`src/design/qrm_pkg.sv`:
```
// Package for the quaternion to rotation matrix converter.
// Holds the default widths and the matrix entry indexes; no dependencies.
package qrm_pkg;

  localparam int COMPONENT_BITS_DEF = 16;
  localparam int FRACTION_BITS_DEF  = 14;
  localparam int NUM_ENTRIES        = 9;

  localparam int IDX_M00 = 0;
  localparam int IDX_M01 = 1;
  localparam int IDX_M02 = 2;
  localparam int IDX_M10 = 3;
  localparam int IDX_M11 = 4;
  localparam int IDX_M12 = 5;
  localparam int IDX_M20 = 6;
  localparam int IDX_M21 = 7;
  localparam int IDX_M22 = 8;

endpackage

```
`src/design/qrm_round.sv`:
```
// Output stage: rounds the quotients, applies sign and saturation, holds the result.
// Depends on qrm_pkg; one register stage that drives the output channel.
module qrm_round
  import qrm_pkg::*;
#(
  parameter int FRACTION_BITS = FRACTION_BITS_DEF,
  parameter int QW            = FRACTION_BITS + 2
) (
  input  logic                 clk,
  input  logic                 rst,
  input  logic                 en,
  input  logic                 in_valid,
  input  logic                 in_zero,
  input  logic [QW-1:0]        in_quo [NUM_ENTRIES],
  input  logic                 in_neg [NUM_ENTRIES],
  output logic                 out_valid,
  output logic                 out_zero,
  output logic signed [QW-1:0] entry [NUM_ENTRIES]
);

  localparam logic [QW-1:0] ONE = QW'(1) << FRACTION_BITS;

  logic [QW:0]   rounded [NUM_ENTRIES];
  logic [QW-1:0] sat     [NUM_ENTRIES];
  logic [QW-1:0] entry_next [NUM_ENTRIES];

  always_comb begin
    for (int i = 0; i < NUM_ENTRIES; i++) begin
      // The quotient holds one extra fraction bit; half rounds up in magnitude.
      rounded[i] = ({1'b0, in_quo[i]} + (QW + 1)'(1)) >> 1;
      sat[i]     = (rounded[i] > {1'b0, ONE}) ? ONE : rounded[i][QW-1:0];
      if (in_zero) begin
        entry_next[i] = (i == IDX_M00 || i == IDX_M11 || i == IDX_M22) ? ONE : '0;
      end else begin
        entry_next[i] = in_neg[i] ? QW'(-sat[i]) : sat[i];
      end
    end
  end

  always_ff @(posedge clk) begin
    if (rst) begin
      out_valid <= 1'b0;
    end else if (en) begin
      out_valid <= in_valid;
    end
  end

  always_ff @(posedge clk) begin
    if (en) begin
      out_zero <= in_zero;
      for (int i = 0; i < NUM_ENTRIES; i++) begin
        entry[i] <= $signed(entry_next[i]);
      end
    end
  end

endmodule

```
`config.mk`:
```
export PLATFORM = sky130hd
export DESIGN_NAME = qrm_round
export DESIGN_NICKNAME = d
export VERILOG_FILES = /design/src/design/qrm_pkg.sv /design/src/design/qrm_round.sv
export SDC_FILE = /design/constraint.sdc
export NUM_CORES = 1
export LEC_CHECK = 0
export BUFFER_PORTS_ARGS = -buffer_cell sky130_fd_sc_hd__buf_2
export CAP_MARGIN = 20
export CORE_UTILIZATION = 50
export CTS_CLUSTER_SIZE = 30
export DETAILED_ROUTE_END_ITERATION = 7
export PLACE_DENSITY = 0.71
export SETUP_SLACK_MARGIN = 0.5
export SYNTH_ARGS = -nofsm -noshare
export SYNTH_HDL_FRONTEND = slang
export SYNTH_SLANG_ARGS = --single-unit
```
`constraint.sdc`:
```
create_clock -name clk -period 5.3 [get_ports clk]
set_input_delay 1.06 -clock clk [delete_from_list [all_inputs] [get_ports clk]]
set_output_delay 1.06 -clock clk [all_outputs]
set_load 0.05 [all_outputs]
```
# [Word-level counts from Yosys, hierarchy flattened]
# Cells that the tools add are included.
[classes] addsub=18 order_cmp=9 n_mux=18
[ops] cell="2-to-1 mux 16 bit" n=18
[ops] cell="adder 16 x 1 -> 17 bit, second input constant" n=9
[ops] cell="greater-than comparator 16 x 15 -> 1 bit, second input constant" n=9
[ops] cell="negation 16 bit" n=9
[totals] regBits=146 input_bits=158 out_inout_bits=146 elab_cells=56

# [Depth between registers and ports, before layout]
[logic_depth] depth_word=5 depth_mapped=16 ltp_nobuf=14

# [Worst setup path after synthesis]
# Ideal clock, no wire load.
[synth_path] kind="input to register" start="input port in_quo[118] in the netlist's numbering" end="register entry[116] in the netlist's numbering, data pin" setup_ns=0.152 arrival_time_ns=4.161 t_required_ns=5.148 slack_ns=0.987 cell_stages=14 path_buffers=3 path_cell_list="buf_4 > nand3_1 > nor3_2 > mux2_2 > a2111o_1 > o41ai_2 > buf_4 > buf_8 > nand2_1 > ha_1 > inv_1 > o21ai_0 > or3b_1 > a31oi_1"
[synth_via] elab_chain_cells=5
[synth_lines] element="start: declaration" line_no="qrm_round.sv:14" text="input logic [QW-1:0] in_quo [NUM_ENTRIES],"
[synth_lines] element="adder 16 x 1 -> 17 bit (*)" line_no="qrm_round.sv:30" text="rounded[i] = ({1'b0, in_quo[i]} + (QW + 1)'(1)) >> 1;"
[synth_lines] element="greater-than comparator 16 x 15 -> 1 bit (*)" line_no="qrm_round.sv:31" text="sat[i] = (rounded[i] > {1'b0, ONE}) ? ONE : rounded[i][QW-1:0];"
[synth_lines] element="2-to-1 mux 16 bit (*)" line_no="qrm_round.sv:31"
[synth_lines] element="negation 16 bit" line_no="qrm_round.sv:35" text="entry_next[i] = in_neg[i] ? QW'(-sat[i]) : sat[i];"
[synth_lines] element="2-to-1 mux 16 bit (*)" line_no="qrm_round.sv:35"
[synth_lines] element="end signal: indexed assignment" line_no="qrm_round.sv:52" text="entry[i] <= $signed(entry_next[i]);"
[synth_lines] element="end: declaration" line_no="qrm_round.sv:18" text="output logic signed [QW-1:0] entry [NUM_ENTRIES]"
# Mark *: on every way between the ends. The rest lies on a longest branch, timed or not.
# A chain may end at the register's enable or synchronous reset.

# [Worst setup path after layout]
[layout_path] start="input port in_quo[113] in the netlist's numbering" end="register entry[116] in the netlist's numbering, data pin"
[layout_via] elab_chain_cells=5
[layout_lines] element="adder 16 x 1 -> 17 bit (*)" line_no="qrm_round.sv:30"
[layout_lines] element="greater-than comparator 16 x 15 -> 1 bit" line_no="qrm_round.sv:31"
[layout_lines] element="2-to-1 mux 16 bit (*)" line_no="qrm_round.sv:31"
[layout_lines] element="negation 16 bit" line_no="qrm_round.sv:35"
[layout_lines] element="2-to-1 mux 16 bit (*)" line_no="qrm_round.sv:35"
# Marks and branches as above.

==> results.json <==
{
  "crit_slowest_cell": "o41ai_4",
  "final_hold_viol_count": 0,
  "worstSetupStartpointType": "input pin",
  "period_minus_slack_ps": 4400,
  "ys_warn_count": 0,
  "crit_start": "in_quo[113]",
  "rr_startpoint": "out_valid",
  "ctsLongestPathBuffers": 2,
  "ys_ff_latch": 146,
  "wl_per_cell_um": 17.0,
  "synth-main-ff-cell": "edfxtp_1",
  "antenna_found_initial": 10,
  "worstPathCellList": "buf_2, ha_1, and3_1, a41oi_1, a211o_1, a2111o_1, o41ai_4, nand2_1, ha_1, inv_1, o21ai_0, or3b_1, a31oi_1",
  "fp.dieH_um": 170,
  "rsz0062_at_grt": "no",
  "drive_gt1_frac": 0.222,
  "rows": 61,
  "grt_usage": 0.267,
  "cts_tree": "yes",
  "cpMostUsedCell": "ha_1",
  "syn-cell-area_um2": 14100,
  "dp_hpwl_um": 29700,
  "peakVddDrop_v": 0.000163,
  "io_buffers": 303,
  "reg2reg_slack_ps": 4710,
  "critical_path.max_fanout": 10,
  "cts_made_buffers": 17,
  "grt_remaining_overflow": 0,
  "layout.cells.most_common": "buf_2",
  "synthArstFlopShare": 0,
  "clock_skew_ps": 0,
  "dieArea_um2": 28800,
  "grt_max_degree": 86,
  "clock-sinks": 146,
  "crit_type": "input pin to register",
  "grt_pass1_wl_um": 62000,
  "vias": 13900,
  "max_stage_delay_ps": 630,
  "viasPerCell": 6.00,
  "nets": 2088,
  "min_to": "out_valid",
  "start_util": 0.508,
  "timing.final.ws_setup_ps": 902,
  "min_path_cells": 2,
  "hp-class": "register to register",
  "grt_pass1_vias": 12400,
  "drv_cap": 0,
  "syn_inst": 1686,
  "synth_top_area_share": 0.309,
  "period_share": 0.830,
  "yosysUniqueCellTypes": 100,
  "drv_slew": 0,
  "initialDrtViolationCount": 1252,
  "synth.avg_cell_area_um2": 8.35,
  "worst_slew_pin_slew_ps": 927,
  "worstPathRequired_ps": 5560,
  "rr_worst_depth": 2,
  "routed_wl_um": 39300,
  "drc": 0,
  "hold_buffers": 0,
  "relSlewSlack": 0.378,
  "cts.repair.resized": 0,
  "synthTopCellsByArea": "edfxtp_1 31%, xnor2_1 7.2%, nor2_1 4.4%",
  "clk_latency_ps": 420,
  "cts_root_buf": "clkbuf_16",
  "seqCellArea_um2": 4370,
  "arrival_ps": 4660,
  "core_area_um2": 27700,
  "synth-edff-count": 145,
  "htreeDepth": 4,
  "outcome": "finished, final reports clean",
  "power_density_nw_per_um2": 238,
  "r2r_end": "out_valid",
  "drt-pass1-iter-count": 5,
  "setup_viol": 0,
  "cts_setup_buffers": 0,
  "gp_congestion": 0.930,
  "nFillCells": 2513,
  "power.leakage_nw": 6.11,
  "syn_to_final_growth_pct": 15.9,
  "min_from": "out_valid",
  "yosysSeqAreaShare": 0.311,
  "critPathCaptureType": "register",
  "synth_top_area_cell": "edfxtp_1",
  "ant_nets": 0,
  "max_freq_mhz": 227,
  "ioPinCount": 304,
  "cts.clk_slew.worst_paths_ps": 60,
  "final_cell_mix": "301 x buf_2, 166 x nor2_1, 155 x nand2_1, 145 x edfxtp_1, 116 x xnor2_1",
  "setup-tns-final_ps": 0,
  "multi_input_area_um2": 9020,
  "place_ws_ps": 472,
  "syn-num-nets": 1862,
  "die_x_um": 170
}
critical path: cells and delay by family:
kind | cells | cell delay [ps]
fa+ha+maj | 2 | 680
simple gates | 3 | 800
buf+inv | 2 | 290
compound gates | 6 | 1830
through the flow:
step	power, mW	instance area, um^2	std cells	util	hold slack (ps)
6_report	3.88	16300	2311	0.589	502
4_1_cts	3.91	16300	2303	0.588	509
2_1_floorplan	2.33	14100	1686	-	733
3_5_place_dp	2.65	15700	2271	0.566	494
3_3_place_gp	2.64	15700	2271	0.566	468
5_1_grt	4.06	16300	2307	0.588	547
where the power goes:
part	switching [mW]	internal, mW
combinational	0.874	0.352
clock	0.500	0.742
sequential	0.0279	1.39
total	1.40	2.48
worst max-delay path by stage:
stage                             to  slack [ps]  depth (start not counted)
after floorplan           entry[116]         990                         14
after CTS                 entry[116]         940                         13
after global routing      entry[116]         620                         13
final                     entry[116]         900                         13
after global placement     entry[40]         620                         12
after detailed placement  entry[116]         470                         13
synth_stat cells (all sizes together) (5+ instances only):
library cell,number
a21o,13
nand3,83
nor4,34
and4,14
buf,41
nand2b,28
nand3b,10
a21bo,10
a31o,6
a31oi,31
and2,24
nor2b,8
mux2,23
and3,34
ha,18
nor2,166
inv,38
nor3,63
o211ai,10
edfxtp,145
o22ai,5
mux2i,25
a2111oi,6
clkbuf,74
o32ai,5
a311oi,6
a211o,7
nor3b,6
a22oi,7
o21a,14
o21bai,5
xor2,65
o21ai,87
nand4,51
or3,24
a21boi,5
xnor2,116
a41oi,8
a21oi,86
o31ai,17
a211oi,13
o31a,8
or2,9
nand2,159
area by class of cell:
| type | instances | area share |
|---|---|---|
| multi-input combinational | 1383 | 0.553 |
| sequential | 146 | 0.268 |
| timing repair buffer | 322 | 0.102 |
| tap | 378 | 0.0290 |
| clock buffer | 19 | 0.0265 |
| clock inverter | 13 | 0.00982 |
| inverter | 42 | 0.00967 |
| antenna | 8 | 0.00123 |
routing by layer:
metal  global-route usage  wire length, um
met1                0.350            17300
met3               0.0564             2950
met4                0.110             1120
met5                    0               16
met2                0.426            17900
flip-flops by register name, summed over array words and instances, names as in the netlist:
name / cells
out_valid: 1
entry: 144
out_zero: 1
logic make-up (layout without fill, tap and decap cells):
logic type	Yosys count	in the layout	synth area share
simple gates	737	737	0.274
flops	146	146	0.311
buf+inv	157	396	0.0490
fa+ha+maj	18	18	0.0160
xor+xnor	181	181	0.113
other cells	0	8	0
mux	48	48	0.0365
compound gates	399	399	0.201
Power figures use the tool's default switching activity.
