File: src/design/qrm_pkg.sv
// Package for the quaternion to rotation matrix converter.
// Holds the default widths and the matrix entry indexes; no dependencies.
package qrm_pkg;

  localparam int COMPONENT_BITS_DEF = 16;
  localparam int FRACTION_BITS_DEF  = 14;
  localparam int NUM_ENTRIES        = 9;

  localparam int IDX_M00 = 0;
  localparam int IDX_M01 = 1;
  localparam int IDX_M02 = 2;
  localparam int IDX_M10 = 3;
  localparam int IDX_M11 = 4;
  localparam int IDX_M12 = 5;
  localparam int IDX_M20 = 6;
  localparam int IDX_M21 = 7;
  localparam int IDX_M22 = 8;

endpackage

File: src/design/qrm_div_step.sv
// One stage of the restoring divider: one quotient bit for each of the nine entries.
// Depends on qrm_pkg; one register stage.
module qrm_div_step
  import qrm_pkg::*;
#(
  parameter int NW    = 33,
  parameter int QW    = 16,
  parameter bit FIRST = 1'b0
) (
  input  logic          clk,
  input  logic          rst,
  input  logic          en,
  input  logic          in_valid,
  input  logic          in_zero,
  input  logic [NW-1:0] in_norm,
  input  logic [NW-1:0] in_rem [NUM_ENTRIES],
  input  logic [QW-1:0] in_quo [NUM_ENTRIES],
  input  logic          in_neg [NUM_ENTRIES],
  output logic          out_valid,
  output logic          out_zero,
  output logic [NW-1:0] out_norm,
  output logic [NW-1:0] out_rem [NUM_ENTRIES],
  output logic [QW-1:0] out_quo [NUM_ENTRIES],
  output logic          out_neg [NUM_ENTRIES]
);

  logic [NW:0]   trial [NUM_ENTRIES];
  logic          qbit  [NUM_ENTRIES];
  logic [NW:0]   diff  [NUM_ENTRIES];

  always_comb begin
    for (int i = 0; i < NUM_ENTRIES; i++) begin
      trial[i] = FIRST ? {1'b0, in_rem[i]} : {in_rem[i], 1'b0};
      qbit[i]  = trial[i] >= {1'b0, in_norm};
      diff[i]  = trial[i] - {1'b0, in_norm};
    end
  end

  always_ff @(posedge clk) begin
    if (rst) begin
      out_valid <= 1'b0;
    end else if (en) begin
      out_valid <= in_valid;
    end
  end

  always_ff @(posedge clk) begin
    if (en) begin
      out_zero <= in_zero;
      out_norm <= in_norm;
      for (int i = 0; i < NUM_ENTRIES; i++) begin
        out_rem[i] <= qbit[i] ? diff[i][NW-1:0] : trial[i][NW-1:0];
        out_quo[i] <= {in_quo[i][QW-2:0], qbit[i]};
        out_neg[i] <= in_neg[i];
      end
    end
  end

endmodule

File: config.mk
export PLATFORM = sky130hd
export DESIGN_NAME = qrm_div_step
export DESIGN_NICKNAME = d
export VERILOG_FILES = /design/src/design/qrm_pkg.sv /design/src/design/qrm_div_step.sv
export SDC_FILE = /design/constraint.sdc
export NUM_CORES = 1
export LEC_CHECK = 0
export BUFFER_PORTS_ARGS = -buffer_cell sky130_fd_sc_hd__buf_4
export CAP_MARGIN = 20
export CORE_AREA = 3 3 378 380
export DETAILED_ROUTE_END_ITERATION = 8
export DIE_AREA = 0 0 381 383
export HOLD_SLACK_MARGIN = 0.06
export PLACE_DENSITY = 0.41
export SLEW_MARGIN = 20
export SYNTH_ARGS = -nofsm -noshare
export SYNTH_HDL_FRONTEND = slang
export SYNTH_SLANG_ARGS = --single-unit
export TNS_END_PERCENT = 20
File: constraint.sdc
create_clock -name clk -period 4 [get_ports clk]
set_clock_uncertainty 0.2 [all_clocks]
set_input_delay 0.8 -clock clk [delete_from_list [all_inputs] [get_ports clk]]
set_output_delay 0.8 -clock clk [all_outputs]
set_load 0.005 [all_outputs]
# --- Word level (Yosys, flattened, before mapping) ---
# Index checks and enable logic that the tools add are counted.
word_totals:
  reg_bits: 485
  inputBits: 488
  out_inout_bits: 485
classes:
  add_sub_neg: 9
  n_lt_le_gt_ge: 9
  mux: 9
op_table:
  columns: ["cell", "count"]
  rows:
  - ["greater-or-equal comparator 34 x 33 -> 1 bit", 9]
  - ["2-to-1 mux 33 bit", 9]
  - ["subtractor 33 bit", 9]

# --- Logic depth before layout (Yosys ltp) ---
# Gate-level depths: netlist of the first run.
logic_depth:
  ltp_word: 2
  depth_mapped: 14
  ltp_nobuf: 12

# --- Worst setup path after synthesis of the first run ---
# Ideal clock, no wire load.
synth_path:
  kind: "input port to flip-flop"
  from: "input port in_norm[13]"
  to: "register out_rem[141] (netlist bit), data pin"
  setup_time_ns: 0.260
  arrival_time_ns: 3.643
  required_ns: 3.540
  slack_ns: -0.103
  stages: 11
  n_path_buf: 1
  cell_sequence: "inv_1 > ha_1 > a2111o_1 > a31o_1 > a211oi_1 > a31oi_1 > a311o_1 > a221oi_4 > o21ai_2 > buf_6 > mux2_4"
synth_between:
  elab_chain_cells: 2
synth_rtl:
  columns: ["element", "line", "rtl"]
  rows:
  - ["start: declaration", "qrm_div_step.sv:15", "input logic [NW-1:0] in_norm,"]
  - ["greater-or-equal comparator 34 x 33 -> 1 bit", "qrm_div_step.sv:34", "qbit[i] = trial[i] >= {1'b0, in_norm};"]
  - ["2-to-1 mux 33 bit", "qrm_div_step.sv:52", "out_rem[i] <= qbit[i] ? diff[i][NW-1:0] : trial[i][NW-1:0];"]
  - ["end signal: indexed assignment", "qrm_div_step.sv:52", null]
  - ["end: declaration", "qrm_div_step.sv:22", "output logic [NW-1:0] out_rem [NUM_ENTRIES],"]
# Every way passes these cells.
# A chain may end at the register's enable or synchronous reset.

# --- Worst setup path after layout of the first run ---
layout_path:
  from: "input port in_norm[2]"
  to: "register out_rem[241] (netlist bit), data pin"
layout_between:
  elab_chain_cells: 2
  elab_cells_between_ends: 3
  cone_classes: "add/sub: 1; order compare: 1; mux: 1"
layout_rtl:
  columns: ["element", "line"]
  rows:
  - ["subtractor 33 bit or greater-or-equal comparator 34 x 33 -> 1 bit (tied branches)", "qrm_div_step.sv:35, qrm_div_step.sv:34"]
  - ["2-to-1 mux 33 bit *", "qrm_div_step.sv:52"]
# Every way passes the cells marked *; elsewhere a longest branch is shown, timed or not.

==> metrics.txt, run 1 <==
first-pass GRT wire length 246 mm; Die ar. 146000 µm²; main combinational cell family by area after synthesis compound AO/OA/AOI/OAI gates; initial antenna violation count 37; GPL Wtd Cong 0.923; largest cells by area after synthesis edfxtp_1 (44%), ha_1 (11%), a21oi_1 (4.4%); CP bufs+invs 3; num rows 137; CP startpoint kind input pin; reg-to-reg endpoint out_valid; Yosys top cell area share 43.9%; fraction of the mapped netlist area in compound gates 19.8%; Setup WS pre-CTS -619 ps; htree depth 3; WHS Path Cells 1; total congestion overflow 0; worst-case clock buffer depth 3; crit path cell chain buf_4 -> inv_1 -> ha_1 -> nand2b_1 -> a21oi_1 -> o31ai_1 -> nand2_1 -> a221o_1 -> a211oi_2 -> nor2_1 -> a2111o_1 -> buf_12 -> mux2_1; initial detailed-routing violation count 2002; Vert. Die Dim 383 µm; Worst Setup Slack, final 110 ps; num ports 973; crit-path max cell delay 430 ps; Pwr Density 376 nW/µm²; layout cells sized above 1 37.7%; post-route ant nets 0; Max Slew Vio Count 0; R2R cell count 2; sequential share of the synthesized area 44.0%; Syn Area/Cell 10.3 µm²; # DRC 0; CP top delay family compound AO/OA/AOI/OAI gates; GR Util All Layers 23.6%; PnR Total Power 0.0196 W; crit-path max FO 21; Vias 32600; Top Metal Used met5; via density per instance 4.69; #FFs+latches synth 485; Routed met3 length 10.9 mm; RSZ-0062 raised after global routing true; CP arrival 4080 ps; root buffer cell clkbuf_16; post-synthesis simple-gate area fraction 11.7%; drt pass-1 iters 5; Worst Setup End Kind register; Slew headroom 54.0%; area grow syn2layout 57.6%; clock slew at reported path FFs 60 ps; Hold WC Path Type input pin to register; Final setup viols 0; worst reg2reg startpoint out_valid; syn_nets 3992; mapped cell area 33100 µm²; Yosys top cell by area edfxtp_1; largest net degree at the start of global routing 75; hold path endpoint out_quo[33]; total wire length 178 mm; final net count 5815; library cells used by synthesis 85; routed length per instance 25.6 µm; Sink Count 485; post-route clock period utilization 97.2%; DIE WIDTH 381 µm; total clock buffers created by CTS 69; adder-cell share of the synthesized area 11.8%; WL met2 89.6 mm; Synth Warn # 0; core region area 140000 µm²; effective utilization at floorplan 23.7%; vias in the first global route 33300; outcome completed; Final Hold Vio Count 0; critical path depth 13; clk_lat worst skew 660 ps; Post-Synthesis Cells 3198; port buffer count 963; EDFF count, synth 484; TritonCTS clock tree done; LEAKAGE 23.2 nW; Max VDD drop 0.322 mV; max-cap viol count 0; Peak Freq 0.257 GHz; Worst-Margin Slew 684 ps; Async SR Flop Fraction 0%; WL met1 71.0 mm; R2R setup slack 3220 ps; critical path class input pin to register; post-synthesis xor/xnor area fraction 6.25%; Hold Path Origin in_quo[32]; multiplexer share of the synthesized area 3.98%; Final HPWL DP 150 mm; Crit-path slowest cell a2111o_1; Fill cells 14300; Final min period 3890 ps; critical path required time 4190 ps; Synth Flop Type edfxtp_1
-- layout by cell type (no fill, tap or decap), drive strengths merged, types with 40 or more instances in the layout --
cell,netlist,layout
a31oi,41,41
nand2b,40,40
clkbuf,48,82
o21ai,245,245
buf,30,1744
xor2,103,103
o21a,42,42
nor2b,41,41
nor3,54,54
a21o,138,138
a21oi,298,298
dlygate4sd3,0,86
mux2,106,106
nor2,193,193
clkinv,1,44
nand3,60,60
inv,131,118
ha,297,297
nand4,42,42
xnor2,133,133
edfxtp,484,484
nand2,278,278
-- through the flow --
step | hold slack [ps] | cells | cell area, µm² | utilization (%) | TNS, ps
2_1_floorplan | 285 | 3198 | 33100 | - | -40.4
3_3_place_gp | 275 | 6740 | 49000 | 35.1 | -95000
3_5_place_dp | 289 | 6740 | 49000 | 35.1 | -101550
4_1_cts | 60.1 | 6950 | 52100 | 37.4 | 0
5_1_grt | 92.6 | 6952 | 52200 | 37.4 | -36.5
6_report | 130 | 6960 | 52200 | 37.4 | 0
-- routing by layer --
| metal | GRT usage (%) | up-vias |
|---|---|---|
| met3 | 5.07 | 200 |
| li1 | - | 15800 |
| met4 | 8.63 | 14 |
| met5 | 0 | - |
| met1 | 27.5 | 15600 |
| met2 | 42.4 | 1003 |
-- worst register-to-register path: stages (launching register included) --
cell and delay, ps:
dfxtp_1 310, mux2i_1 120, nor2_1 50
-- logic make-up after synthesis --
group / Yosys count
buffers and inverters: 210
AO/OA/AOI/OAI: 1028
multiplexers: 115
XOR/XNOR: 236
adder cells (fa/ha/maj): 306
AND/OR/NAND/NOR: 818
flip-flops: 485
-- Yosys cell counts, types with 36 or more instances --
library cell and count:
edfxtp_1 484, ha_1 297, a21oi_1 290, nand2_1 278, nor2_1 193, o21ai_1 146
a21o_1 138, xnor2_1 133, inv_1 121, xor2_1 103, o21ai_0 98, mux2_1 93
nand3_1 60, nor3_1 54, clkbuf_1 48, nand4_1 42, o21a_1 42, a31oi_1 41
nor2b_1 41, nand2b_1 40, o31ai_1 39, a211oi_1 38, o21bai_1 36
-- worst max-delay path by stage --
stage	startpoint	end	slack, ps
finish	in_norm[2]	out_rem[241]	110
global route	in_norm[1]	out_rem[196]	-20
CTS	in_norm[26]	out_rem[135]	60
detailed placement	in_norm[1]	out_rem[267]	-620
global placement	in_norm[2]	out_rem[254]	-550
floorplan	in_norm[2]	out_rem[268]	-10
-- sequential cells by signal (all words and copies together), names as in the netlist --
signal,count
out_neg,9
out_zero,1
out_quo,144
out_valid,1
out_norm,33
out_rem,297
-- power by group --
group          internal, W  switching, W
sequential         0.00644      0.000274
combinational      0.00334       0.00333
clock              0.00357       0.00264
total               0.0134       0.00625
-- area by class of cell --
type	instances	area [µm²]	area share [%]
clock inverters	42	430	0.825
repair buffers	1830	14700	28.2
diodes	10	25.0	0.0480
well taps	1876	2350	4.50
clock buffers	82	1800	3.44
inverters	132	503	0.964
flip-flops and latches	485	14600	27.9
multi-input cells	2503	17800	34.1
-- timing repair --
| item | 4_1_cts | 5_1_grt |
|---|---|---|
| endpoints found under the hold margin | 86 | 0 |
| hold buffers | 86 | 0 |
| setup endpoints to repair | 0 | 31 |
| gates resized for setup | 0 | 6 |
| setup buffers | 0 | 0 |
Power figures use the tool's default switching activity.
==> run 2: changes to the inputs <==
Settings changed: CTS_BUF_LIST set to sky130_fd_sc_hd__clkbuf_8.
==> metrics.txt, run 2 (synthesis gave the netlist of run 1 again) <==
core region area 140000 µm²; PnR Total Power 0.0192 W; most frequent cells in the layout buf_4 (1683), edfxtp_1 (484), dlygate4sd3_1 (385), ha_1 (290), a21oi_1 (289); Final HPWL DP 150 mm; Seq. cell area 14600 µm²; commonest non-fill, non-tap cell in the layout buf_4; max-cap viol count 0; critical path class input pin to register; Slew headroom 61.0%; multi-input logic area 18000 µm²; drt pass-1 iters 5; port buffer count 963; post-route clock period utilization 101%; total wire length 181 mm; Max VDD drop 0.207 mV; # DRC 0; CP arrival 4370 ps; Inst Count DP 6740; TritonCTS clock tree done; Pwr Density 349 nW/µm²; biggest registers after layout out_rem (297), out_quo (144), out_norm (33); Fill cells 14100; GR Util All Layers 24.0%; htree depth 3; Sink Count 485; Worst Setup Slack, final -37.0 ps; largest net degree at the start of global routing 75; clk_lat worst skew 770 ps; initial detailed-routing violation count 2030; final instance area 55200 µm²; final net count 6151; Worst Setup End Kind register; DIE WIDTH 381 µm; first-pass GRT wire length 252 mm; Die ar. 146000 µm²; Setup WS pre-CTS -619 ps; RSZ-0062 raised after global routing true; Final min period 4040 ps; area grow syn2layout 66.8%; layout cells sized above 1 36.3%; R2R cell count 3; root buffer cell clkbuf_8; Peak Freq 0.248 GHz; total clock buffers created by CTS 98; LEAKAGE 24.6 nW; crit-path max FO 21; routed length per instance 24.8 µm; num ports 973; Largest Register out_rem; effective utilization at floorplan 23.7%; total congestion overflow 0; Final Hold Vio Count 0; Vert. Die Dim 383 µm; via density per instance 4.65; vias in the first global route 35000; Vias 34100; Cell Area, Placed 49000 µm²; clock slew at reported path FFs 60 ps; failing checks negative setup slack; Max Slew Vio Count 0; CP startpoint kind input pin; post-route ant nets 0; worst-case clock buffer depth 3; WHS Path Cells 3; num rows 137; non-filler cells, final 7322; R2R setup slack 2660 ps; Worst-Margin Slew 583 ps; critical path required time 4330 ps; initial antenna violation count 37; outcome complete, but fails checks; GPL Wtd Cong 0.923; Hold WC Path Type input pin to register; Final setup viols 21; max reg flops 297
## run 2: layout make-up
| type | instances | area share (%) |
|---|---|---|
| Inverter | 132 | 0.911 |
| Multi-Input combinational cell | 2503 | 32.5 |
| Sequential cell | 485 | 26.4 |
| Tap cell | 1876 | 4.25 |
| Timing Repair Buffer | 2137 | 32.3 |
| Clock inverter | 77 | 1.13 |
| Clock buffer | 99 | 2.47 |
| Antenna cell | 13 | 0.0589 |
## run 2: worst paths after layout
kind | from | end
hold / removal | in_rem[91] | out_rem[92]
setup reg to reg | out_valid | out_valid
setup / recovery | in_norm[6] | out_rem[241]
hold reg to reg | out_valid | out_valid
## run 2: through the flow
stage | setup TNS, ps | hold slack (ps) | utilization [%]
floorplan | -40.4 | 285 | -
global placement | -95000 | 275 | 35.1
detailed placement | -101550 | 289 | 35.1
CTS | 0 | 60.7 | 39.3
global route | -426 | 73.8 | 39.6
finish | -427 | 148 | 39.6
## run 2: critical path, stage by stage
cell	delay (ps)
dlygate4sd3_1	570
buf_4	150
inv_1	90
buf_12	160
ha_2	310
o21ai_1	120
a21oi_1	110
o31ai_4	90
nand2_2	120
a221o_1	370
a211oi_2	330
nor2_2	80
a2111o_1	490
buf_12	190
mux2_1	330
## run 2: power breakdown
| part | switching, W | internal, W |
|---|---|---|
| sequential | 0.000273 | 0.00644 |
| clock | 0.00262 | 0.00292 |
| combinational | 0.00344 | 0.00356 |
## run 2: timing repair
item                                   4_1_cts  5_1_grt
endpoints found under the hold margin      384        0
resized for setup                            0       44
setup endpoints to repair                    0      134
hold buffers                               385        0
buffers inserted                             0        5
## run 2: metal layers
| metal | routed length [µm] | vias up | GRT usage, % |
|---|---|---|---|
| li1 | - | 16500 | - |
| met1 | 71900 | 16300 | 28.0 |
| met2 | 91200 | 1055 | 43.2 |
| met3 | 10800 | 242 | 5.01 |
| met4 | 7440 | 10 | 8.65 |
| met5 | 72 | - | 0 |
==> run 3: changes to the inputs <==
Settings changed: CTS_CLUSTER_SIZE set to 30, PLACE_DENSITY 0.41 to 0.4.
Clock period 4 ns to 3.8 ns, I/O delays scaled along.
==> metrics.txt, run 3 (synthesis gave the netlist of run 1 again) <==
failing checks negative setup slack; Fill cells 14100; core region area 140000 µm²; Worst Setup Slack, final -37.0 ps; Die ar. 146000 µm²; effective utilization at floorplan 23.7%; clock network power share 27.9%; biggest registers after layout out_rem (297), out_quo (144), out_norm (33); critical path class input pin to register; vias in the first global route 35400; Worst Setup End Kind register; first-pass GRT wire length 253 mm; largest net degree at the start of global routing 68; post-route clock period utilization 101%; clk_lat worst skew 740 ps; combinational share of power 37.2%; Crit-path slowest cell a2111o_2; Max VDD drop 0.251 mV; Worst-Margin Slew 1160 ps; Seq pwr share 34.9%; total clock buffers created by CTS 96; most frequent cells in the layout buf_4 (1823), edfxtp_1 (484), dlygate4sd3_1 (409), a21oi_1 (287), ha_1 (286); max-cap viol count 0; num rows 137; critical path required time 4130 ps; Sink Count 485; CP top delay family compound AO/OA/AOI/OAI gates; outcome complete, but fails checks; Hold WC Path Type input pin to register; CP bufs+invs 5; initial antenna violation count 29; drt pass-1 iters 6; crit path cell chain dlygate4sd3_1 -> buf_6 -> inv_8 -> buf_12 -> ha_4 -> a21o_1 -> a21o_1 -> a221o_1 -> a211oi_4 -> nor2_2 -> a2111o_2 -> buf_12 -> mux2_4; commonest non-fill, non-tap cell in the layout buf_4; crit-path max cell delay 610 ps; worst-case clock buffer depth 3; Vias 34700; final net count 6315; Max Slew Vio Count 0; NetSw 0.00665 W; post-route ant nets 0; DIE WIDTH 381 µm; htree depth 3; Largest Register out_rem; GPL Wtd Cong 0.906; Slew headroom 22.4%; Final min period 3840 ps; RSZ-0062 raised after global routing true; clock slew at reported path FFs 60 ps; Pwr Density 360 nW/µm²; layout cells sized above 1 38.4%; CP startpoint kind input pin; total congestion overflow 0; Fin Setup TNS -318 ps; Final setup viols 15; num ports 973; routed length per instance 24.4 µm; switching portion of total power 32.6%; crit-path max FO 11; Final Hold Vio Count 0; Inst Count DP 6876; total wire length 183 mm; initial detailed-routing violation count 1945; CP arrival 4160 ps; LEAKAGE 25.5 nW; port buffer count 963; # DRC 0; area grow syn2layout 71.3%; Vert. Die Dim 383 µm; Peak Freq 0.261 GHz; GR Util All Layers 24.0%; max reg flops 297; non-filler cells, final 7493; TritonCTS clock tree done; internal power 0.0137 W; root buffer cell clkbuf_8; via density per instance 4.63; Final HPWL DP 151 mm
-- run 3: area by class of cell --
| type | instances | area (µm²) | area share [%] |
|---|---|---|---|
| sequential | 485 | 14600 | 25.7 |
| clock buffer | 99 | 1360 | 2.40 |
| multi-input combinational | 2504 | 18100 | 32.0 |
| timing repair buffer | 2302 | 19100 | 33.7 |
| inverter | 132 | 522 | 0.920 |
| clock inverter | 81 | 613 | 1.08 |
| tap | 1876 | 2350 | 4.14 |
| antenna | 14 | 35.0 | 0.0618 |
-- run 3: what timing repair did --
item / 4_1_cts / 5_1_grt
hold endpoints to repair: 410 / 0
hold buffers: 411 / 0
endpoints found under the setup margin: 0 / 179
resized for setup: 0 / 41
setup buffers: 0 / 8
-- run 3: power by group through the flow --
stage                     clock [W]  combinational, W  sequential [W]
final                       0.00568           0.00758         0.00713
after global routing        0.00615           0.00821         0.00717
after CTS                   0.00593           0.00759         0.00714
after floorplan                   0           0.00288         0.00715
after detailed placement          0           0.00716         0.00723
after global placement            0           0.00717         0.00724
-- run 3: worst paths after layout --
kind | startpoint | to | slack (ps) | cells past startpoint
worst max-delay path | in_norm[16] | out_rem[237] | -40 | 13
worst min-delay path | in_rem[161] | out_rem[162] | 170 | 3
worst max register to register | out_valid | out_valid | 2370 | 3
worst min register to register | out_valid | out_valid | 920 | 3
-- run 3: stage by stage --
step           power [W]  hold slack, ps  instance area, µm²  utilization, %  setup slack [ps]
6_report          0.0204             166               56700            40.6             -37.0
5_1_grt           0.0215             103               56700            40.6             -59.8
4_1_cts           0.0207            60.9               56300            40.3              8.38
3_5_place_dp      0.0144             318               50200            36.0              -722
3_3_place_gp      0.0144             300               50200            36.0              -681
2_1_floorplan     0.0100             285               33300               -              -139
-- run 3: per-layer routing --
layer / wire [µm] / part of all wire [%] / vias up / global-route usage (%)
li1: - / - / 16800 / -
met1: 74800 / 41 / 16600 / 28.8
met2: 91600 / 50 / 1033 / 43.0
met3: 10200 / 5.6 / 203 / 4.59
met4: 6040 / 3.3 / 14 / 7.94
met5: 80 / 0.044 / - / 0
-- run 3: worst register-to-register path: cells and delay by family (launching register included) --
kind                   cells  cell delay [ps]
DFF                        1              320
and+or+nand+nor            1               70
buffers and inverters      1              550
muxes                      1              170
